<file path="src/rtl/core/prrs_pkg.sv">
`default_nettype none
package prrs_pkg;

    localparam int PRIO_W  = 3;
    localparam int EV_W    = 8;
    localparam int SLICE_W = 16;
    localparam int EVC_W   = 9;

    localparam logic [EVC_W-1:0]   EVC_RESET   = 9'd256;
    localparam logic [SLICE_W-1:0] SLICE_RESET = 16'd1;

    typedef enum logic [2:0] {
        OP_FORK   = 3'd0,
        OP_TICK   = 3'd1,
        OP_WAIT   = 3'd2,
        OP_SIGNAL = 3'd3,
        OP_FINISH = 3'd4
    } op_t;

    typedef enum logic [1:0] {
        RC_OK      = 2'd0,
        RC_BAD_ARG = 2'd1,
        RC_FULL    = 2'd2,
        RC_NO_RUN  = 2'd3
    } rc_t;

    typedef enum logic {
        CFG_TIME_SLICE  = 1'b0,
        CFG_EVENT_COUNT = 1'b1
    } cfg_idx_t;

    typedef enum logic [3:0] {
        ST_IDLE,
        ST_DECODE,
        ST_TICK,
        ST_RS_TEST,
        ST_RS_HEAD,
        ST_INS_TEST,
        ST_INS_CMP,
        ST_SCAN_TEST,
        ST_SCAN_CHK,
        ST_RESP
    } state_t;

    typedef enum logic [1:0] {
        RET_FORK,
        RET_SCAN,
        RET_RESP
    } ret_t;

    typedef struct packed {
        logic [PRIO_W-1:0] prio;
        logic              waiting;
        logic [EV_W-1:0]   ev;
    } th_word_t;

    typedef struct packed {
        logic capture;
        logic set_code;
        rc_t  code;
        logic fork_init;
        logic wait_mark;
        logic tick;
        logic clr_valid;
        logic rd_head;
        logic dispatch;
        logic swap;
        logic reload;
        logic ins_new;
        logic ins_rd;
        logic ins_shift;
        logic scan_clr;
        logic scan_rd;
        logic scan_wake;
        logic scan_inc;
        logic runs_clr;
    } cmd_t;

    typedef struct packed {
        logic [2:0] op;
        logic       prio_bad;
        logic       full;
        logic       ev_bad;
        logic       cur_valid;
        logic       runs;
        logic       len_zero;
        logic       k_zero;
        logic       head_gt;
        logic       head_eq;
        logic       slice_zero;
        logic       ins_ge;
        logic       scan_done;
        logic       scan_hit;
    } sts_t;

endpackage
`default_nettype wire

</file>
<file path="src/rtl/core/priority_round_robin_scheduler.sv">
// Channel | Dir | Handshake          | Word
// s_      | in  | s_valid / s_ready  | s_opcode, s_priority_req, s_event_id
// m_      | out | m_valid / m_ready  | m_result_code, m_new_thread, m_woken_count,
//         |     |                    | m_running_thread, m_running_valid
// One command word at a time; s_ready is high only while idle.
// Each ready-queue insert walks the queue from its tail, entry by entry. Signal
// scans the thread table thread by thread, plus one insert per waiter woken.
// Reset (aresetn, synchronous) empties the queue and table; no clearing pass.
// The result holds in the output until m_ready; no new word is taken meanwhile.
`default_nettype none
module priority_round_robin_scheduler #(
    parameter int MAX_THREADS  = 32,
    parameter int MAX_PRIORITY = 5,
    parameter int MAX_EVENTS   = 256
) (
    input  wire logic        aclk,
    input  wire logic        aresetn,
    input  wire logic        s_valid,
    output logic             s_ready,
    input  wire logic [2:0]  s_opcode,
    input  wire logic [2:0]  s_priority_req,
    input  wire logic [7:0]  s_event_id,
    output logic             m_valid,
    input  wire logic        m_ready,
    output logic [1:0]       m_result_code,
    output logic [4:0]       m_new_thread,
    output logic [5:0]       m_woken_count,
    output logic [4:0]       m_running_thread,
    output logic             m_running_valid,
    input  wire logic        cfg_we,
    input  wire logic [0:0]  cfg_addr,
    input  wire logic [15:0] cfg_wdata
);

    prrs_pkg::cmd_t cmd;
    prrs_pkg::sts_t sts;

    prrs_ctrl u_ctrl (
        .aclk    (aclk),
        .aresetn (aresetn),
        .s_valid (s_valid),
        .s_ready (s_ready),
        .m_valid (m_valid),
        .m_ready (m_ready),
        .sts     (sts),
        .cmd     (cmd)
    );

    prrs_dpath #(
        .MAX_THREADS  (MAX_THREADS),
        .MAX_PRIORITY (MAX_PRIORITY),
        .MAX_EVENTS   (MAX_EVENTS)
    ) u_dpath (
        .aclk             (aclk),
        .aresetn          (aresetn),
        .s_opcode         (s_opcode),
        .s_priority_req   (s_priority_req),
        .s_event_id       (s_event_id),
        .cfg_we           (cfg_we),
        .cfg_addr         (cfg_addr),
        .cfg_wdata        (cfg_wdata),
        .cmd              (cmd),
        .sts              (sts),
        .m_result_code    (m_result_code),
        .m_new_thread     (m_new_thread),
        .m_woken_count    (m_woken_count),
        .m_running_thread (m_running_thread),
        .m_running_valid  (m_running_valid)
    );

endmodule
`default_nettype wire

</file>
<file path="src/rtl/core/prrs_ctrl.sv">
`default_nettype none
module prrs_ctrl (
    input  wire logic           aclk,
    input  wire logic           aresetn,
    input  wire logic           s_valid,
    output logic                s_ready,
    output logic                m_valid,
    input  wire logic           m_ready,
    input  wire prrs_pkg::sts_t sts,
    output prrs_pkg::cmd_t      cmd
);

    prrs_pkg::state_t state_reg, state_next;
    prrs_pkg::ret_t   ret_reg, ret_next;
    prrs_pkg::state_t ret_state;

    always_ff @(posedge aclk) begin
        if (!aresetn) begin
            state_reg <= prrs_pkg::ST_IDLE;
            ret_reg   <= prrs_pkg::RET_RESP;
        end else begin
            state_reg <= state_next;
            ret_reg   <= ret_next;
        end
    end

    always_comb begin
        unique case (ret_reg)
            prrs_pkg::RET_FORK:
                ret_state = sts.cur_valid ? prrs_pkg::ST_TICK : prrs_pkg::ST_RS_TEST;
            prrs_pkg::RET_SCAN: ret_state = prrs_pkg::ST_SCAN_TEST;
            default:            ret_state = prrs_pkg::ST_RESP;
        endcase
    end

    // next state
    always_comb begin
        state_next = state_reg;
        ret_next   = ret_reg;
        unique case (state_reg)
            prrs_pkg::ST_IDLE: begin
                if (s_valid) state_next = prrs_pkg::ST_DECODE;
            end
            prrs_pkg::ST_DECODE: begin
                state_next = prrs_pkg::ST_RESP;
                unique case (prrs_pkg::op_t'(sts.op))
                    prrs_pkg::OP_FORK: begin
                        if (!sts.prio_bad && !sts.full) begin
                            ret_next   = prrs_pkg::RET_FORK;
                            state_next = prrs_pkg::ST_INS_TEST;
                        end
                    end
                    prrs_pkg::OP_TICK:
                        if (sts.cur_valid) state_next = prrs_pkg::ST_TICK;
                    prrs_pkg::OP_WAIT:
                        if (!sts.ev_bad && sts.cur_valid) state_next = prrs_pkg::ST_TICK;
                    prrs_pkg::OP_SIGNAL:
                        if (!sts.ev_bad) state_next = prrs_pkg::ST_SCAN_TEST;
                    prrs_pkg::OP_FINISH:
                        if (sts.cur_valid) state_next = prrs_pkg::ST_RS_TEST;
                    default: state_next = prrs_pkg::ST_RESP;
                endcase
            end
            prrs_pkg::ST_TICK: state_next = prrs_pkg::ST_RS_TEST;
            prrs_pkg::ST_RS_TEST:
                state_next = sts.len_zero ? prrs_pkg::ST_RESP : prrs_pkg::ST_RS_HEAD;
            prrs_pkg::ST_RS_HEAD: begin
                state_next = prrs_pkg::ST_RESP;
                if (sts.runs && (sts.head_gt || (sts.slice_zero && sts.head_eq))) begin
                    ret_next   = prrs_pkg::RET_RESP;
                    state_next = prrs_pkg::ST_INS_TEST;
                end
            end
            prrs_pkg::ST_INS_TEST:
                state_next = sts.k_zero ? ret_state : prrs_pkg::ST_INS_CMP;
            prrs_pkg::ST_INS_CMP:
                state_next = sts.ins_ge ? ret_state : prrs_pkg::ST_INS_TEST;
            prrs_pkg::ST_SCAN_TEST: begin
                if (!sts.scan_done) begin
                    state_next = prrs_pkg::ST_SCAN_CHK;
                end else begin
                    state_next = sts.cur_valid ? prrs_pkg::ST_TICK : prrs_pkg::ST_RS_TEST;
                end
            end
            prrs_pkg::ST_SCAN_CHK: begin
                if (sts.scan_hit) begin
                    ret_next   = prrs_pkg::RET_SCAN;
                    state_next = prrs_pkg::ST_INS_TEST;
                end else begin
                    state_next = prrs_pkg::ST_SCAN_TEST;
                end
            end
            prrs_pkg::ST_RESP: begin
                if (m_ready) state_next = prrs_pkg::ST_IDLE;
            end
            default: state_next = prrs_pkg::ST_IDLE;
        endcase
    end

    // outputs
    always_comb begin
        cmd     = '0;
        s_ready = 1'b0;
        m_valid = 1'b0;
        unique case (state_reg)
            prrs_pkg::ST_IDLE: begin
                s_ready     = 1'b1;
                cmd.capture = s_valid;
            end
            prrs_pkg::ST_DECODE: begin
                unique case (prrs_pkg::op_t'(sts.op))
                    prrs_pkg::OP_FORK: begin
                        if (sts.prio_bad) begin
                            cmd.set_code = 1'b1;
                            cmd.code     = prrs_pkg::RC_BAD_ARG;
                        end else if (sts.full) begin
                            cmd.set_code = 1'b1;
                            cmd.code     = prrs_pkg::RC_FULL;
                        end else begin
                            cmd.fork_init = 1'b1;
                        end
                    end
                    prrs_pkg::OP_TICK: begin
                        if (!sts.cur_valid) begin
                            cmd.set_code = 1'b1;
                            cmd.code     = prrs_pkg::RC_NO_RUN;
                        end
                    end
                    prrs_pkg::OP_WAIT: begin
                        if (sts.ev_bad) begin
                            cmd.set_code = 1'b1;
                            cmd.code     = prrs_pkg::RC_BAD_ARG;
                        end else if (!sts.cur_valid) begin
                            cmd.set_code = 1'b1;
                            cmd.code     = prrs_pkg::RC_NO_RUN;
                        end else begin
                            cmd.wait_mark = 1'b1;
                            cmd.runs_clr  = 1'b1;
                        end
                    end
                    prrs_pkg::OP_SIGNAL: begin
                        if (sts.ev_bad) begin
                            cmd.set_code = 1'b1;
                            cmd.code     = prrs_pkg::RC_BAD_ARG;
                        end else begin
                            cmd.scan_clr = 1'b1;
                        end
                    end
                    prrs_pkg::OP_FINISH: begin
                        if (!sts.cur_valid) begin
                            cmd.set_code = 1'b1;
                            cmd.code     = prrs_pkg::RC_NO_RUN;
                        end else begin
                            cmd.runs_clr = 1'b1;
                        end
                    end
                    default: begin
                        cmd.set_code = 1'b1;
                        cmd.code     = prrs_pkg::RC_BAD_ARG;
                    end
                endcase
            end
            prrs_pkg::ST_TICK: cmd.tick = 1'b1;
            prrs_pkg::ST_RS_TEST: begin
                if (sts.len_zero) begin
                    cmd.clr_valid = sts.cur_valid && !sts.runs;
                end else begin
                    cmd.rd_head = 1'b1;
                end
            end
            prrs_pkg::ST_RS_HEAD: begin
                if (!sts.runs) begin
                    cmd.dispatch = 1'b1;
                end else if (sts.head_gt || (sts.slice_zero && sts.head_eq)) begin
                    cmd.dispatch = 1'b1;
                    cmd.swap     = 1'b1;
                end else if (sts.slice_zero) begin
                    cmd.reload = 1'b1;
                end
            end
            prrs_pkg::ST_INS_TEST: begin
                if (sts.k_zero) cmd.ins_new = 1'b1;
                else            cmd.ins_rd  = 1'b1;
            end
            prrs_pkg::ST_INS_CMP: begin
                if (sts.ins_ge) cmd.ins_new   = 1'b1;
                else            cmd.ins_shift = 1'b1;
            end
            prrs_pkg::ST_SCAN_TEST: cmd.scan_rd = !sts.scan_done;
            prrs_pkg::ST_SCAN_CHK: begin
                if (sts.scan_hit) cmd.scan_wake = 1'b1;
                else              cmd.scan_inc  = 1'b1;
            end
            prrs_pkg::ST_RESP: m_valid = 1'b1;
            default: cmd = '0;
        endcase
    end

endmodule
`default_nettype wire

</file>
<file path="src/rtl/core/prrs_dpath.sv">
`default_nettype none
module prrs_dpath #(
    parameter int MAX_THREADS  = 32,
    parameter int MAX_PRIORITY = 5,
    parameter int MAX_EVENTS   = 256
) (
    input  wire logic           aclk,
    input  wire logic           aresetn,
    input  wire logic [2:0]     s_opcode,
    input  wire logic [2:0]     s_priority_req,
    input  wire logic [7:0]     s_event_id,
    input  wire logic           cfg_we,
    input  wire logic [0:0]     cfg_addr,
    input  wire logic [15:0]    cfg_wdata,
    input  wire prrs_pkg::cmd_t cmd,
    output prrs_pkg::sts_t      sts,
    output logic [1:0]          m_result_code,
    output logic [4:0]          m_new_thread,
    output logic [5:0]          m_woken_count,
    output logic [4:0]          m_running_thread,
    output logic                m_running_valid
);

    localparam int TW = (MAX_THREADS > 1) ? $clog2(MAX_THREADS) : 1;
    localparam int CW = $clog2(MAX_THREADS + 1);
    localparam int QD = 1 << TW;
    localparam int PW = prrs_pkg::PRIO_W;
    localparam int QW = PW + TW;

    prrs_pkg::th_word_t th_mem [MAX_THREADS];
    logic [QW-1:0]      q_mem  [QD];

    logic [2:0]                    op_reg, op_next;
    logic [PW-1:0]                 prio_reg, prio_next;
    logic [prrs_pkg::EV_W-1:0]     ev_reg, ev_next;
    prrs_pkg::rc_t                 code_reg, code_next;
    logic [TW-1:0]                 new_reg, new_next;
    logic [CW-1:0]                 woken_reg, woken_next;
    logic [CW-1:0]                 made_reg, made_next;
    logic [CW-1:0]                 len_reg, len_next;
    logic [TW-1:0]                 hd_reg, hd_next;
    logic [CW-1:0]                 k_reg, k_next;
    logic [TW-1:0]                 cur_reg, cur_next;
    logic [PW-1:0]                 cprio_reg, cprio_next;
    logic                          cvalid_reg, cvalid_next;
    logic                          runs_reg, runs_next;
    logic [prrs_pkg::SLICE_W-1:0]  slice_reg, slice_next;
    logic [prrs_pkg::SLICE_W-1:0]  ts_reg, ts_next;
    logic [prrs_pkg::EVC_W-1:0]    evc_reg, evc_next;
    logic [TW-1:0]                 iid_reg, iid_next;
    logic [PW-1:0]                 ip_reg, ip_next;
    logic [CW-1:0]                 t_reg, t_next;
    logic [QW-1:0]                 q_rd_reg;
    prrs_pkg::th_word_t            th_rd_reg;

    logic [PW-1:0]          q_rd_prio;
    logic [TW-1:0]          q_rd_id;
    logic [TW-1:0]          q_wa, q_ra;
    logic                   q_we;
    logic [QW-1:0]          q_wd;
    logic                   th_we;
    logic [TW-1:0]          th_wa;
    prrs_pkg::th_word_t     th_wd;
    logic [prrs_pkg::EVC_W-1:0] cfg_evc;

    assign q_rd_prio = q_rd_reg[QW-1:TW];
    assign q_rd_id   = q_rd_reg[TW-1:0];
    assign q_wa      = hd_reg + k_reg[TW-1:0];
    assign q_ra      = cmd.rd_head ? hd_reg : TW'(hd_reg + k_reg[TW-1:0] - 1'b1);
    assign q_we      = cmd.ins_new || cmd.ins_shift;
    assign q_wd      = cmd.ins_new ? {ip_reg, iid_reg} : q_rd_reg;
    assign cfg_evc   = cfg_wdata[prrs_pkg::EVC_W-1:0];

    always_comb begin
        th_we = cmd.fork_init || cmd.wait_mark || cmd.scan_wake;
        th_wa = t_reg[TW-1:0];
        th_wd = '{prio: th_rd_reg.prio, waiting: 1'b0, ev: th_rd_reg.ev};
        if (cmd.fork_init) begin
            th_wa = made_reg[TW-1:0];
            th_wd = '{prio: prio_reg, waiting: 1'b0, ev: '0};
        end else if (cmd.wait_mark) begin
            th_wa = cur_reg;
            th_wd = '{prio: cprio_reg, waiting: 1'b1, ev: ev_reg};
        end
    end

    always_ff @(posedge aclk) begin
        if (th_we) th_mem[th_wa] <= th_wd;
        if (cmd.scan_rd) th_rd_reg <= th_mem[t_reg[TW-1:0]];
        if (q_we) q_mem[q_wa] <= q_wd;
        if (cmd.rd_head || cmd.ins_rd) q_rd_reg <= q_mem[q_ra];
    end

    always_comb begin
        op_next     = op_reg;
        prio_next   = prio_reg;
        ev_next     = ev_reg;
        code_next   = code_reg;
        new_next    = new_reg;
        woken_next  = woken_reg;
        made_next   = made_reg;
        len_next    = len_reg;
        hd_next     = hd_reg;
        k_next      = k_reg;
        cur_next    = cur_reg;
        cprio_next  = cprio_reg;
        cvalid_next = cvalid_reg;
        runs_next   = runs_reg;
        slice_next  = slice_reg;
        ts_next     = ts_reg;
        evc_next    = evc_reg;
        iid_next    = iid_reg;
        ip_next     = ip_reg;
        t_next      = t_reg;

        if (cfg_we) begin
            unique case (prrs_pkg::cfg_idx_t'(cfg_addr))
                prrs_pkg::CFG_TIME_SLICE:
                    ts_next = (cfg_wdata == '0) ? prrs_pkg::SLICE_RESET : cfg_wdata;
                prrs_pkg::CFG_EVENT_COUNT:
                    evc_next = (cfg_evc > prrs_pkg::EVC_W'(MAX_EVENTS))
                               ? prrs_pkg::EVC_W'(MAX_EVENTS) : cfg_evc;
            endcase
        end

        if (cmd.capture) begin
            op_next    = s_opcode;
            prio_next  = s_priority_req;
            ev_next    = s_event_id;
            code_next  = prrs_pkg::RC_OK;
            new_next   = '0;
            woken_next = '0;
            runs_next  = cvalid_reg;
        end
        if (cmd.set_code) code_next = cmd.code;
        if (cmd.runs_clr) runs_next = 1'b0;
        if (cmd.fork_init) begin
            new_next  = made_reg[TW-1:0];
            iid_next  = made_reg[TW-1:0];
            ip_next   = prio_reg;
            made_next = made_reg + 1'b1;
            k_next    = len_reg;
        end
        if (cmd.tick && slice_reg != '0) slice_next = slice_reg - 1'b1;
        if (cmd.clr_valid) cvalid_next = 1'b0;
        if (cmd.reload) slice_next = ts_reg;
        if (cmd.dispatch) begin
            cur_next    = q_rd_id;
            cprio_next  = q_rd_prio;
            cvalid_next = 1'b1;
            runs_next   = 1'b1;
            hd_next     = hd_reg + 1'b1;
            len_next    = len_reg - 1'b1;
            slice_next  = ts_reg;
        end
        if (cmd.swap) begin
            iid_next = cur_reg;
            ip_next  = cprio_reg;
            k_next   = len_reg - 1'b1;
        end
        if (cmd.ins_new) len_next = len_reg + 1'b1;
        if (cmd.ins_shift) k_next = k_reg - 1'b1;
        if (cmd.scan_clr) t_next = '0;
        if (cmd.scan_inc) t_next = t_reg + 1'b1;
        if (cmd.scan_wake) begin
            iid_next   = t_reg[TW-1:0];
            ip_next    = th_rd_reg.prio;
            k_next     = len_reg;
            woken_next = woken_reg + 1'b1;
            t_next     = t_reg + 1'b1;
        end
    end

    always_ff @(posedge aclk) begin
        if (!aresetn) begin
            made_reg   <= '0;
            len_reg    <= '0;
            hd_reg     <= '0;
            cur_reg    <= '0;
            cvalid_reg <= 1'b0;
            runs_reg   <= 1'b0;
            slice_reg  <= '0;
            ts_reg     <= prrs_pkg::SLICE_RESET;
            evc_reg    <= prrs_pkg::EVC_RESET;
            code_reg   <= prrs_pkg::RC_OK;
            new_reg    <= '0;
            woken_reg  <= '0;
        end else begin
            made_reg   <= made_next;
            len_reg    <= len_next;
            hd_reg     <= hd_next;
            cur_reg    <= cur_next;
            cvalid_reg <= cvalid_next;
            runs_reg   <= runs_next;
            slice_reg  <= slice_next;
            ts_reg     <= ts_next;
            evc_reg    <= evc_next;
            code_reg   <= code_next;
            new_reg    <= new_next;
            woken_reg  <= woken_next;
        end
        op_reg    <= op_next;
        prio_reg  <= prio_next;
        ev_reg    <= ev_next;
        k_reg     <= k_next;
        cprio_reg <= cprio_next;
        iid_reg   <= iid_next;
        ip_reg    <= ip_next;
        t_reg     <= t_next;
    end

    always_comb begin
        sts.op         = op_reg;
        sts.prio_bad   = prio_reg > PW'(MAX_PRIORITY);
        sts.full       = made_reg >= CW'(MAX_THREADS);
        sts.ev_bad     = {1'b0, ev_reg} >= evc_reg;
        sts.cur_valid  = cvalid_reg;
        sts.runs       = runs_reg;
        sts.len_zero   = len_reg == '0;
        sts.k_zero     = k_reg == '0;
        sts.head_gt    = q_rd_prio > cprio_reg;
        sts.head_eq    = q_rd_prio == cprio_reg;
        sts.slice_zero = slice_reg == '0;
        sts.ins_ge     = q_rd_prio >= ip_reg;
        sts.scan_done  = t_reg >= made_reg;
        sts.scan_hit   = th_rd_reg.waiting && (th_rd_reg.ev == ev_reg);
    end

    assign m_result_code    = code_reg;
    assign m_new_thread     = 5'(new_reg);
    assign m_woken_count    = 6'(woken_reg);
    assign m_running_thread = cvalid_reg ? 5'(cur_reg) : 5'd0;
    assign m_running_valid  = cvalid_reg;

endmodule
`default_nettype wire

</file>
<file path="config.mk">
export PLATFORM = sky130hd
export DESIGN_NAME = priority_round_robin_scheduler
export DESIGN_NICKNAME = d
export VERILOG_FILES = /design/src/rtl/core/prrs_pkg.sv /design/src/rtl/core/priority_round_robin_scheduler.sv /design/src/rtl/core/prrs_ctrl.sv /design/src/rtl/core/prrs_dpath.sv
export SDC_FILE = /design/constraint.sdc
export NUM_CORES = 1
export LEC_CHECK = 0
export ABC_CLOCK_PERIOD_IN_PS = 4900
export BUFFER_PORTS_ARGS = -buffer_cell sky130_fd_sc_hd__buf_2
export CORE_MARGIN = 4
export CORE_UTILIZATION = 60
export CTS_CLUSTER_SIZE = 30
export DETAILED_ROUTE_END_ITERATION = 8
export HOLD_SLACK_MARGIN = 0.15
export PLACE_DENSITY = 0.77
export SYNTH_ARGS = -nofsm -noshare
export SYNTH_HDL_FRONTEND = slang
export SYNTH_SLANG_ARGS = --single-unit
</file>
<file path="constraint.sdc">
create_clock -name aclk -period 4.9 [get_ports aclk]
set_clock_uncertainty 0.05 [all_clocks]
set_input_delay 0 -clock aclk [delete_from_list [all_inputs] [get_ports aclk]]
set_output_delay 0 -clock aclk [all_outputs]
set_load 0.005 [all_outputs]
</file>
==> impl_table.tex <==
\begin{tabular}{lr}
\hline
Metric & Value \\
\hline
\multicolumn{2}{l}{\textbf{Status}} \\
Outcome & complete, no violations \\
\multicolumn{2}{l}{\textbf{Synthesis}} \\
Avg Synthesized Cell Area & 15.51 um\^{}2 \\
Share of synthesized area occupied by flip-flops and latches & 69.30\% \\
Post-synth ARST share & 0\% \\
Synthesized instance count & 2,104 \\
Fraction of synthesized cell area taken by the top area cell type & 64.15\% \\
Top flip-flop cell by instance count after synthesis & sky130\_fd\_sc\_hd\_\_edfxtp\_1 \\
Cell area after synthesis & 0.03263 mm\^{}2 \\
Post-synthesis compound-gate area fraction & 7.194\% \\
Area share of xor/xnor cells in the synthesized design & 1.104\% \\
Main combinational cell family by area after synthesis & multiplexers \\
Synth area leaders & sky130\_fd\_sc\_hd\_\_edfxtp\_1 (64\%), sky130\_fd\_sc\_hd\_\_mux4\_2 (8.3\%), sky130\_fd\_sc\_hd\_\_dfxtp\_1 (5.2\%), sky130\_fd\_sc\_hd\_\_mux2i\_1 (2.5\%), sky130\_fd\_sc\_hd\_\_nand2\_1 (2.1\%) \\
Warnings, synthesis & 0 \\
Cell type with the largest total area after synthesis & sky130\_fd\_sc\_hd\_\_edfxtp\_1 \\
Post-synth EDFFs & 697 \\
Number of nets in the synthesized netlist & 2,179 \\
Post-synthesis mux area share & 11.55\% \\
Count of cell types in the netlist & 81 \\
Basic-gate share of the synthesized area counting and, or, nand and nor cells & 7.363\% \\
Flip-flop and latch count after synthesis & 781 \\
Synthesized-area fraction occupied by adder cells & 1.519\% \\
\multicolumn{2}{l}{\textbf{Pwr}} \\
Pwr per Cell Area & 454.9 mW/mm\^{}2 \\
Sequential cell fraction of total power & 45.6\% \\
Internal Pwr Total & 12,180 uW \\
Net switching power & 4776 uW \\
Leakage dissipation & 0.01251 uW \\
Switching power as a share of total power & 28.16\% \\
Portion of total power attributed to the clock network & 33.6\% \\
Logic gate share of total power & 20.8\% \\
Total Power Consumption & 16,960 uW \\
Max VDD drop & 596.0 uV \\
\multicolumn{2}{l}{\textbf{GRT}} \\
Global routing usage summed across all routing layers & 27.95\% \\
Largest net degree at the start of global routing & 102 \\
Sum of overflow across all layers after global routing & 0 \\
Initial antenna violation count & 3 \\
Via count of the first global-routing pass & 19,887 \\
Global-route wire length before repair & 122,100 um \\
\multicolumn{2}{l}{\textbf{Cells and area}} \\
Commonest non-fill, non-tap cell in the layout & sky130\_fd\_sc\_hd\_\_edfxtp\_1 \\
Max FFs per register & 384 \\
Regs by FF count & u\_dpath.th\_mem (384), u\_dpath.q\_mem (256) \\
Largest register by flop count & u\_dpath.th\_mem \\
Final net count & 2,364 \\
Area growth syn-to-layout & 14.27\% \\
Commonest cells after routing, fill and taps aside & sky130\_fd\_sc\_hd\_\_edfxtp\_1 (697), sky130\_fd\_sc\_hd\_\_nand2\_1 (179), sky130\_fd\_sc\_hd\_\_nor2\_1 (170) \\
Share of layout cells above drive strength 1 & 17.01\% \\
Final instance area & 0.03728 mm\^{}2 \\
\multicolumn{2}{l}{\textbf{Timing}} \\
Transition time at the pin with the least slew margin & 1.123 ns \\
Slew Viols, Final & 0 \\
Crit path time final & 4.385 ns \\
Max-Slew Margin vs Limit & 24.48\% \\
Upper clock frequency limit & 228.1 MHz \\
Finish-stage setup viols & 0 \\
Count of final hold-check violations & 0 \\
Total negative setup slack & 0 ns \\
RSZ-0062 raised after global routing & false \\
Period utilization & 89.49\% \\
\multicolumn{2}{l}{\textbf{CTS}} \\
Root cell of the clock tree & sky130\_fd\_sc\_hd\_\_clkbuf\_16 \\
Clock Path Buffers & 3 \\
Hold Buf Count CTS & 96 \\
\# H-tree levels & 3 \\
Clock insertion delay at the later pin of the skew report & 0.63 ns \\
Clock transition time at the flip-flop clock pins of the worst setup and hold paths & 0.06 ns \\
Count of clock tree sinks & 781 \\
Resized Gates After CTS & 0 \\
Number of setup buffers added after CTS & 0 \\
Total CTS buffers & 76 \\
Clock tree from TritonCTS & yes \\
\multicolumn{2}{l}{\textbf{Drt}} \\
Remaining number of nets flagged by the antenna check after routing & 0 \\
Total vias in the final route & 19,938 \\
Vias per inst & 6.535 \\
Sum of routed wire length over all layers & 79,680 um \\
\# DRC & 0 \\
Count of TritonRoute iterations in the first routing pass & 6 \\
Drt wl/cell & 26.12 um \\
DRC marker count from the first detailed-route iteration & 2,197 \\
\multicolumn{2}{l}{\textbf{Die}} \\
Starting density of the core & 60.63\% \\
Die area & 0.05818 mm\^{}2 \\
Height of the die & 241.2 um \\
Width of the die & 241.2 um \\
CORE AREA & 0.05381 mm\^{}2 \\
Number of I/O pins & 57 \\
Standard-cell row count & 85 \\
\multicolumn{2}{l}{\textbf{Critical path}} \\
Critical path class & register to register \\
Reg-to-reg slack, setup & 0.52 ns \\
Biggest fanout along the worst timing path & 24 \\
Crit end category & register \\
Element type at the critical path start & register \\
Start point of the critical path & u\_ctrl.state\_reg[0] \\
Data arrival time of the critical path & 4.66 ns \\
RR Endpoint & u\_dpath.th\_mem[25][5] \\
Number of cells on the worst reg-to-reg path & 9 \\
Worst flop-to-flop path startpoint & u\_ctrl.state\_reg[0] \\
Required time of the critical path & 5.17 ns \\
\multicolumn{2}{l}{\textbf{Hold path}} \\
Hold/Removal Path Class & input pin to register \\
Number of instances on the worst hold path & 3 \\
Hold worst-path end & u\_ctrl.ret\_reg[1] \\
Startpoint of the lowest-slack hold path & aresetn \\
\multicolumn{2}{l}{\textbf{Place}} \\
Routability-driven placement congestion ratio & 0.8577 \\
IO Port Bufs & 56 \\
Placed cell areas & 0.03387 mm\^{}2 \\
Detail Placement HPWL & 45,460 um \\
\multicolumn{2}{l}{\textbf{Job}} \\
Count of maximum capacitance violations & 0 \\
\hline
\end{tabular}
worst max-delay path: stages (launching register included):
cell and delay, ns:
sky130_fd_sc_hd__dfxtp_1 0.62, sky130_fd_sc_hd__nor2b_1 0.28, sky130_fd_sc_hd__and2_1 0.29, sky130_fd_sc_hd__and3_1 0.21
sky130_fd_sc_hd__o2111a_2 0.50, sky130_fd_sc_hd__nor2_2 0.18, sky130_fd_sc_hd__a221oi_1 0.83, sky130_fd_sc_hd__nand3_1 0.32
sky130_fd_sc_hd__nor2_1 0.49, sky130_fd_sc_hd__buf_4 0.28
logic make-up (layout without fill, tap and decap cells):
logic type	after synthesis	after routing
adders and majority gates	39	39
AOI/OAI and AO/OA	352	352
muxes	223	223
DFF	781	781
other	0	4
and+or+nand+nor	519	519
buffers and inverters	152	399
xor gates and xnor gates	38	38
cell usage after synthesis (4+ instances only):
| master | instances |
|---|---|
| sky130_fd_sc_hd__a221oi_1 | 12 |
| sky130_fd_sc_hd__o22ai_1 | 15 |
| sky130_fd_sc_hd__or2_2 | 7 |
| sky130_fd_sc_hd__xnor2_1 | 27 |
| sky130_fd_sc_hd__o2111ai_1 | 6 |
| sky130_fd_sc_hd__ha_1 | 38 |
| sky130_fd_sc_hd__buf_2 | 17 |
| sky130_fd_sc_hd__a21oi_1 | 113 |
| sky130_fd_sc_hd__o21a_1 | 8 |
| sky130_fd_sc_hd__a22oi_1 | 13 |
| sky130_fd_sc_hd__a31oi_1 | 14 |
| sky130_fd_sc_hd__mux2i_1 | 80 |
| sky130_fd_sc_hd__a32oi_1 | 5 |
| sky130_fd_sc_hd__o31a_1 | 9 |
| sky130_fd_sc_hd__a211oi_1 | 53 |
| sky130_fd_sc_hd__dfxtp_1 | 84 |
| sky130_fd_sc_hd__and3_1 | 8 |
| sky130_fd_sc_hd__nor2b_1 | 23 |
| sky130_fd_sc_hd__nand2_1 | 179 |
| sky130_fd_sc_hd__and2_1 | 24 |
| sky130_fd_sc_hd__buf_6 | 4 |
| sky130_fd_sc_hd__xor2_1 | 9 |
| sky130_fd_sc_hd__nand3_1 | 26 |
| sky130_fd_sc_hd__nand2b_1 | 12 |
| sky130_fd_sc_hd__clkbuf_1 | 69 |
| sky130_fd_sc_hd__or3_1 | 10 |
| sky130_fd_sc_hd__buf_1 | 13 |
| sky130_fd_sc_hd__a21o_1 | 9 |
| sky130_fd_sc_hd__a2111oi_0 | 6 |
| sky130_fd_sc_hd__edfxtp_1 | 697 |
| sky130_fd_sc_hd__mux2_2 | 21 |
| sky130_fd_sc_hd__nor3b_1 | 12 |
| sky130_fd_sc_hd__o21ai_0 | 40 |
| sky130_fd_sc_hd__a22o_1 | 6 |
| sky130_fd_sc_hd__buf_4 | 4 |
| sky130_fd_sc_hd__o22a_1 | 7 |
| sky130_fd_sc_hd__nor2_1 | 170 |
| sky130_fd_sc_hd__nor3_1 | 15 |
| sky130_fd_sc_hd__mux4_2 | 120 |
| sky130_fd_sc_hd__o211ai_1 | 6 |
| sky130_fd_sc_hd__inv_1 | 42 |
| sky130_fd_sc_hd__nor4_1 | 11 |
| sky130_fd_sc_hd__nand4_1 | 4 |
metrics by stage:
step | std cells | util (%) | hold slack [ns] | worst slack (ns)
2_1_floorplan | 2104 | - | 0.04887 | 1.003
3_3_place_gp | 2811 | 62.94 | 0.1310 | 0.7239
3_5_place_dp | 2811 | 62.94 | 0.1299 | 0.6687
4_1_cts | 3047 | 69.19 | 0.1891 | 0.6230
5_1_grt | 3050 | 69.28 | 0.2338 | 0.2374
6_report | 3051 | 69.28 | 0.2166 | 0.5152
how the worst max path moves through the flow:
stage / endpoint / depth (start not counted)
3_5_place_dp: u_dpath.q_rd_reg[0] / 12
4_1_cts: u_dpath.th_mem[25][5] / 9
6_report: u_dpath.th_mem[25][5] / 9
2_1_floorplan: u_dpath.th_mem[0][7] / 7
3_3_place_gp: u_dpath.q_rd_reg[2] / 12
5_1_grt: u_dpath.th_mem[25][5] / 9
layer usage:
| layer | vias to the layer above | global-route usage [%] | part of all wire [%] |
|---|---|---|---|
| met5 | - | 0 | 0 |
| met4 | 0 | 10.62 | 4.3 |
| met3 | 238 | 5.348 | 8.6 |
| met2 | 1100 | 46.33 | 50 |
| met1 | 10043 | 37.45 | 37 |
| li1 | 8557 | - | - |
layout make-up:
cell class	instances	area [um^2]
well taps	696	870.8
inverters	43	161.4
diodes	4	10.01
clock buffers	97	2044
flip-flops and latches	781	22610
repair buffers	216	1759
fillers	3303	16530
multi-input cells	1171	9467
clock inverters	43	359.1
power by group through the flow:
stage	combinational, uW	sequential, uW	clock (uW)
CTS	3470	7720	5770
global route	3780	7740	6080
global placement	3300	7840	0
finish	3530	7730	5710
detailed placement	3370	7860	0
floorplan	2600	7730	0
Power figures use the tool's default switching activity.
